File: src/design/spq_pkg.sv
// Package for the sorted priority queue: sizes, codes and beat/slot types.
// No dependencies; used by every module of the queue.
`default_nettype none
package spq_pkg;

    localparam int DEPTH    = 16;
    localparam int KEY_BITS = 16;
    localparam int TAG_BITS = 16;
    localparam int OCC_BITS = 5;

    localparam logic FN_INSERT  = 1'b0;
    localparam logic FN_DEQUEUE = 1'b1;

    localparam logic [1:0] ST_OK    = 2'd0;
    localparam logic [1:0] ST_FULL  = 2'd1;
    localparam logic [1:0] ST_EMPTY = 2'd2;

    typedef struct packed {
        logic                func;
        logic [KEY_BITS-1:0] prio_key;
        logic [KEY_BITS-1:0] second_key;
        logic [TAG_BITS-1:0] entry_tag;
    } t_in_beat;

    typedef struct packed {
        logic                head_valid;
        logic [KEY_BITS-1:0] out_prio;
        logic [KEY_BITS-1:0] out_second;
        logic [TAG_BITS-1:0] out_tag;
        logic [1:0]          status;
        logic [OCC_BITS-1:0] occupancy;
    } t_out_beat;

    // one stored entry as it moves along the chain
    typedef struct packed {
        logic                used;
        logic [KEY_BITS-1:0] prio;
        logic [KEY_BITS-1:0] second;
        logic [TAG_BITS-1:0] tag;
    } t_slot;

    // operation broadcast to every cell
    typedef struct packed {
        logic  ins;
        logic  deq;
        t_slot new_slot;
    } t_cell_ctrl;

endpackage
`default_nettype wire

File: src/design/spq_cell.sv
// One slot of the sorted chain: holds an entry, compares it with the broadcast
// key and shifts toward or away from the head. Depends on spq_pkg.
`default_nettype none
module spq_cell (
    input  wire logic                i_clk,
    input  wire logic                i_rst_n,
    input  wire spq_pkg::t_cell_ctrl i_ctrl,
    input  wire spq_pkg::t_slot      i_left,
    input  wire logic                i_left_goes,
    input  wire spq_pkg::t_slot      i_right,
    output spq_pkg::t_slot           o_slot,
    output logic                     o_goes
);

    logic                         r_used;
    logic [spq_pkg::KEY_BITS-1:0] r_prio;
    logic [spq_pkg::KEY_BITS-1:0] r_second;
    logic [spq_pkg::TAG_BITS-1:0] r_tag;
    spq_pkg::t_slot               n_slot;
    logic                         w_less;

    // strict compare keeps equal keys in arrival order
    assign w_less = (i_ctrl.new_slot.prio < r_prio) ||
                    ((i_ctrl.new_slot.prio == r_prio) &&
                     (i_ctrl.new_slot.second < r_second));
    assign o_goes = !r_used || w_less;

    assign o_slot = '{used: r_used, prio: r_prio, second: r_second, tag: r_tag};

    always_comb begin
        n_slot = o_slot;
        if (i_ctrl.ins && o_goes) begin
            if (i_left_goes) begin
                n_slot = i_left;
            end else begin
                n_slot = i_ctrl.new_slot;
            end
        end else if (i_ctrl.deq) begin
            n_slot = i_right;
        end
    end

    always_ff @(posedge i_clk) begin
        if (!i_rst_n) begin
            r_used <= 1'b0;
        end else begin
            r_used <= n_slot.used;
        end
    end

    always_ff @(posedge i_clk) begin
        r_prio   <= n_slot.prio;
        r_second <= n_slot.second;
        r_tag    <= n_slot.tag;
    end

endmodule
`default_nettype wire

File: src/design/sorted_priority_queue_unit.sv
// Top level of the sorted priority queue: chain of spq_cell slots, occupancy
// counter and output register. Depends on spq_pkg and spq_cell.
//
//   channel | direction | handshake                  | payload
//   in      | input     | i_in_valid / o_in_ready    | i_in_data  (spq_pkg::t_in_beat)
//   out     | output    | o_out_valid / i_out_ready  | o_out_data (spq_pkg::t_out_beat)
//
// One beat per cycle unless a stalled output holds it back: every cell compares
// against the new key at once and the chain shifts one place, so an operation finishes
// in the cycle it is accepted. Its result shows in the output register the cycle after.
// Reset empties the chain and the output register; no clearing pass.
// A stalled output blocks new beats only while its register is still full.
`default_nettype none
module sorted_priority_queue_unit (
    input  wire logic              i_clk,
    input  wire logic              i_rst_n,
    input  wire logic              i_in_valid,
    output logic                   o_in_ready,
    input  wire spq_pkg::t_in_beat i_in_data,
    output logic                   o_out_valid,
    input  wire logic              i_out_ready,
    output spq_pkg::t_out_beat     o_out_data
);

    spq_pkg::t_slot      w_slot [spq_pkg::DEPTH];
    logic                w_goes [spq_pkg::DEPTH];
    spq_pkg::t_cell_ctrl w_ctrl;
    logic                w_fire;
    logic                w_full;
    logic                w_empty;

    logic [spq_pkg::OCC_BITS-1:0] r_count;
    logic [spq_pkg::OCC_BITS-1:0] n_count;
    logic                         r_out_valid;
    spq_pkg::t_out_beat           r_out;
    spq_pkg::t_out_beat           n_out;

    assign o_in_ready = !r_out_valid || i_out_ready;
    assign w_fire     = i_in_valid && o_in_ready;
    assign w_full     = w_slot[spq_pkg::DEPTH-1].used;
    assign w_empty    = !w_slot[0].used;

    assign w_ctrl = '{
        ins: w_fire && (i_in_data.func == spq_pkg::FN_INSERT) && !w_full,
        deq: w_fire && (i_in_data.func == spq_pkg::FN_DEQUEUE) && !w_empty,
        new_slot: '{used: 1'b1, prio: i_in_data.prio_key,
                    second: i_in_data.second_key, tag: i_in_data.entry_tag}
    };

    for (genvar g = 0; g < spq_pkg::DEPTH; g++) begin : g_cell
        spq_pkg::t_slot w_left;
        spq_pkg::t_slot w_right;
        logic           w_left_goes;
        if (g == 0) begin : g_head
            assign w_left      = '0;
            assign w_left_goes = 1'b0;
        end else begin : g_mid
            assign w_left      = w_slot[g-1];
            assign w_left_goes = w_goes[g-1];
        end
        if (g == spq_pkg::DEPTH - 1) begin : g_tail
            assign w_right = '0;
        end else begin : g_inner
            assign w_right = w_slot[g+1];
        end
        spq_cell u_cell (
            .i_clk       (i_clk),
            .i_rst_n     (i_rst_n),
            .i_ctrl      (w_ctrl),
            .i_left      (w_left),
            .i_left_goes (w_left_goes),
            .i_right     (w_right),
            .o_slot      (w_slot[g]),
            .o_goes      (w_goes[g])
        );
    end

    always_comb begin
        n_count = r_count;
        if (w_ctrl.ins) begin
            n_count = r_count + spq_pkg::OCC_BITS'(1);
        end else if (w_ctrl.deq) begin
            n_count = r_count - spq_pkg::OCC_BITS'(1);
        end
        n_out            = '0;
        n_out.occupancy  = n_count;
        n_out.status     = spq_pkg::ST_OK;
        if (i_in_data.func == spq_pkg::FN_INSERT) begin
            if (w_full) begin
                n_out.status = spq_pkg::ST_FULL;
            end
        end else if (w_empty) begin
            n_out.status = spq_pkg::ST_EMPTY;
        end else begin
            n_out.head_valid = 1'b1;
            n_out.out_prio   = w_slot[0].prio;
            n_out.out_second = w_slot[0].second;
            n_out.out_tag    = w_slot[0].tag;
        end
    end

    always_ff @(posedge i_clk) begin
        if (!i_rst_n) begin
            r_count     <= '0;
            r_out_valid <= 1'b0;
        end else begin
            r_count <= n_count;
            if (w_fire) begin
                r_out_valid <= 1'b1;
            end else if (i_out_ready) begin
                r_out_valid <= 1'b0;
            end
        end
    end

    always_ff @(posedge i_clk) begin
        if (w_fire) begin
            r_out <= n_out;
        end
    end

    assign o_out_valid = r_out_valid;
    assign o_out_data  = r_out;

endmodule
`default_nettype wire

File: config.mk
export PLATFORM = sky130hd
export DESIGN_NAME = sorted_priority_queue_unit
export DESIGN_NICKNAME = d
export VERILOG_FILES = /design/src/design/spq_pkg.sv /design/src/design/spq_cell.sv /design/src/design/sorted_priority_queue_unit.sv
export SDC_FILE = /design/constraint.sdc
export NUM_CORES = 2
export LEC_CHECK = 0
export BUFFER_PORTS_ARGS = -buffer_cell sky130_fd_sc_hd__buf_2
export CELL_PAD_IN_SITES_DETAIL_PLACEMENT = 2
export CELL_PAD_IN_SITES_GLOBAL_PLACEMENT = 2
export CORE_MARGIN = 5
export CORE_UTILIZATION = 46
export DETAILED_ROUTE_END_ITERATION = 10
export PLACE_DENSITY = 0.93
export SLEW_MARGIN = 10
export SYNTH_ARGS = -nofsm -noshare
export SYNTH_HDL_FRONTEND = slang
export SYNTH_SLANG_ARGS = --single-unit
File: constraint.sdc
create_clock -name i_clk -period 6.3 [get_ports i_clk]
set_input_delay 0.63 -clock i_clk [delete_from_list [all_inputs] [get_ports i_clk]]
set_output_delay 0.63 -clock i_clk [all_outputs]
set_load 0.005 [all_outputs]
==> flow_summary_export.csv <==
group,metric,value,unit
placed_design,dpl_worst_slack,0.800,ns
global_route,grt_max_degree,99,
drt,vias,45583,
drt,vias_per_cell,6.81,
layout,final_common_cell,"edfxtp_1",
clocking,cts-buffers-inserted,101,
drt,wl,243,mm
placed_design,hpwl,141,mm
logic_synthesis,synth_flop_cell,"edfxtp_1",
timing,skew,0.0484,ns
layout,final_cell_mix,"edfxtp_1, mux2i_1, nand2_1, a21oi_1, ha_1",
floorplan,initial_core_util,0.462,
timing,rsz0062_at_grt,"no",
worst_setup_path,critPathMaxStageDelay,0.80,ns
logic_synthesis,yosysUniqueCellTypes,65,
floorplan,io_pins,111,
layout,nets,5614,
layout,fin_util,0.506,
run_status,status,"completed",
hold_path,hold_class,"in -> reg",
worst_setup_path,critPathMaxFanout,26,
timing,hold_violations,0,
clocking,cts_setup_buffers,0,
worst_setup_path,start_kind,"input pin",
drt,drt_iter0_drc,4673,
clocking,clkSinkCount,846,
clocking,htree_levels,3,
logic_synthesis,syn_inst,5112,
clocking,root_buffer,"clkbuf_16",
placed_design,io_buffers,110,
logic_synthesis,synth_edf_count,824,
clocking,clkTransAtPathRegs,0.06,ns
drt,route.antenna.remaining_nets,0,
drt,wl_per_cell,36.2,um
timing,slew_headroom,0.138,
worst_setup_path,critPathKind,"in -> reg",
worst_setup_path,r2r_slack,0.97,ns
timing,period_share,0.874,
global_route,grt_pass1_wl,353,mm
timing,tns,0,ns
global_route,grt_pass1_vias,51259,
floorplan,core,0.114,sq mm
clocking,clk_path_buf_depth,3,
power,ir_drop,215,uV
layout,drive_above_1_share,0.0703,
clocking,ctsHoldBuffers,0,
clocking,ctsResizeCount,0,
power,total_leakage_power,26.9,nW
logic_synthesis,synth_area,0.0528,sq mm
timing,worstMarginPinSlew,1.28,ns
flow_run,max-cap-violations,0,
clocking,cts_tree,"done",
timing,drv_slew,0,
global_route,grt_overflow,0,
floorplan,rows,124,
timing,timing.fmax,182,MHz
logic_synthesis,ys_ff_latch,846,
worst_setup_path,crit_required,6.69,ns
floorplan,die_h,349,um
worst_setup_path,cp-end-kind,"flop",
timing,holdWs,0.174,ns
global_route,grt_use_total,0.387,
drt,first_pass_iters,5,
layout,fillCellCount,11406,
logic_synthesis,yosysWarnings,0,
worst_setup_path,crit_chain,"buf_2, buf_4, ha_1, nand4_1, nor3_1, o21ai_0, or4b_1, o221ai_4, buf_4, mux2i_1, o21ai_0",
floorplan,fp.dieArea,0.122,sq mm
timing,period_needed,5.50,ns
global_route,antenna_found_initial,7,
timing,fin_ws,0.797,ns
floorplan,die_w,349,um
clocking,clk_latency,0.75,ns
timing,setup_viol,0,
logic_synthesis,syn_nets,5632,
logic_synthesis,yosysSeqAreaShare,0.477,
power,power_density,271,mW/mm^2
logic_synthesis,async_flop_share,0,
drt,drc,0,
logic_synthesis,synth.avg_cell_area,10.3,sq um
worst_setup_path,arrival,5.90,ns
layout,area_delta_synth_final,9.56,%
placed_design,place_congestion,0.879,
worst_setup_path,worst_path_max_delay_cell,"o21ai_0",
## synth_stat cells (11+ instances only)
library cell  instances  area share
a21boi_0             13      0.0018
mux2_1               48       0.010
dfxtp_1              22      0.0083
a21oi_1             467       0.044
edfxtp_1            824        0.47
o21ai_0             400       0.038
and2_1               11      0.0013
nand2_1             519       0.037
o211ai_1             19      0.0027
nand3_1              52      0.0049
nand4_1              53      0.0063
and3_1               18      0.0021
a2111oi_0            12      0.0020
a21o_1               21      0.0030
nor3_1               21      0.0020
nor2b_1              26      0.0031
ha_1                467        0.11
inv_1               459       0.033
buf_2                95      0.0090
mux2i_1             709        0.13
nor2_1              441       0.031
a211oi_1             22      0.0031
clkbuf_1            179       0.013
buf_4                17      0.0024
o21ai_1              48      0.0046
## worst max-delay path, delay by kind of cell
family	cells	cell delay [ns]
buffers and inverters	3	1.54
AO/OA/AOI/OAI	3	1.43
adder cells (fa/ha/maj)	1	0.21
AND/OR/NAND/NOR	3	1.62
multiplexers	1	0.38
## final timing paths
kind,start,endpoint,cells past startpoint
worst min register to register,g_cell[2].u_cell.r_tag[1],g_cell[1].u_cell.r_tag[1],2
worst max register to register,g_cell[5].u_cell.r_prio[15],g_cell[6].u_cell.r_tag[12],10
worst min-delay path,i_in_valid,o_out_valid,3
worst max-delay path,i_in_data[47],g_cell[6].u_cell.r_tag[12],11
## where the power goes
group	internal [W]	total [W]	switching [W]	leakage (nW)
clock network	0.00320	0.00600	0.00280	1.52
logic	0.000773	0.00266	0.00189	17.4
registers	0.00668	0.00704	0.000352	7.96
## sequential cells by signal (all words and copies together), names as in the netlist
| name | flops |
|---|---|
| o_out_valid | 1 |
| g_cell.u_cell.r_tag | 256 |
| g_cell.u_cell.r_used | 16 |
| o_out_data | 56 |
| r_count | 5 |
| g_cell.u_cell.r_prio | 256 |
| g_cell.u_cell.r_second | 256 |
## cells by family after synthesis
| logic type | count (synthesis) | share of synthesized area |
|---|---|---|
| AO/OA/AOI/OAI | 1086 | 0.113 |
| XOR/XNOR | 4 | 0.000664 |
| adder cells (fa/ha/maj) | 467 | 0.111 |
| buffers and inverters | 757 | 0.0580 |
| flip-flops | 846 | 0.477 |
| multiplexers | 757 | 0.145 |
| AND/OR/NAND/NOR | 1195 | 0.0956 |
## final cells by class
class	instances	area [sq um]	area share
clock inverter	51	399	0.00690
antenna	4	10.0	0.000173
tap	1512	1890	0.0327
timing repair buffer	177	1100	0.0191
clock buffer	135	2720	0.0470
inverter	459	1720	0.0298
multi-input combinational	3509	24800	0.429
sequential	846	25200	0.436
## per-stage QoR
step / std cells / power, W / cell area (sq um)
after detailed placement: 6503 / 0.00942 / 54700
after global routing: 6691 / 0.0160 / 57800
after global placement: 6503 / 0.00903 / 54700
final: 6693 / 0.0157 / 57800
after floorplan: 5112 / 0.00834 / 52800
after CTS: 6689 / 0.0156 / 57800
## per-layer routing
metal	GRT usage	part of all wire
met5	0	0.000029
met4	0.296	0.091
met3	0.0711	0.070
met2	0.672	0.49
met1	0.421	0.35
Power figures use the tool's default switching activity.
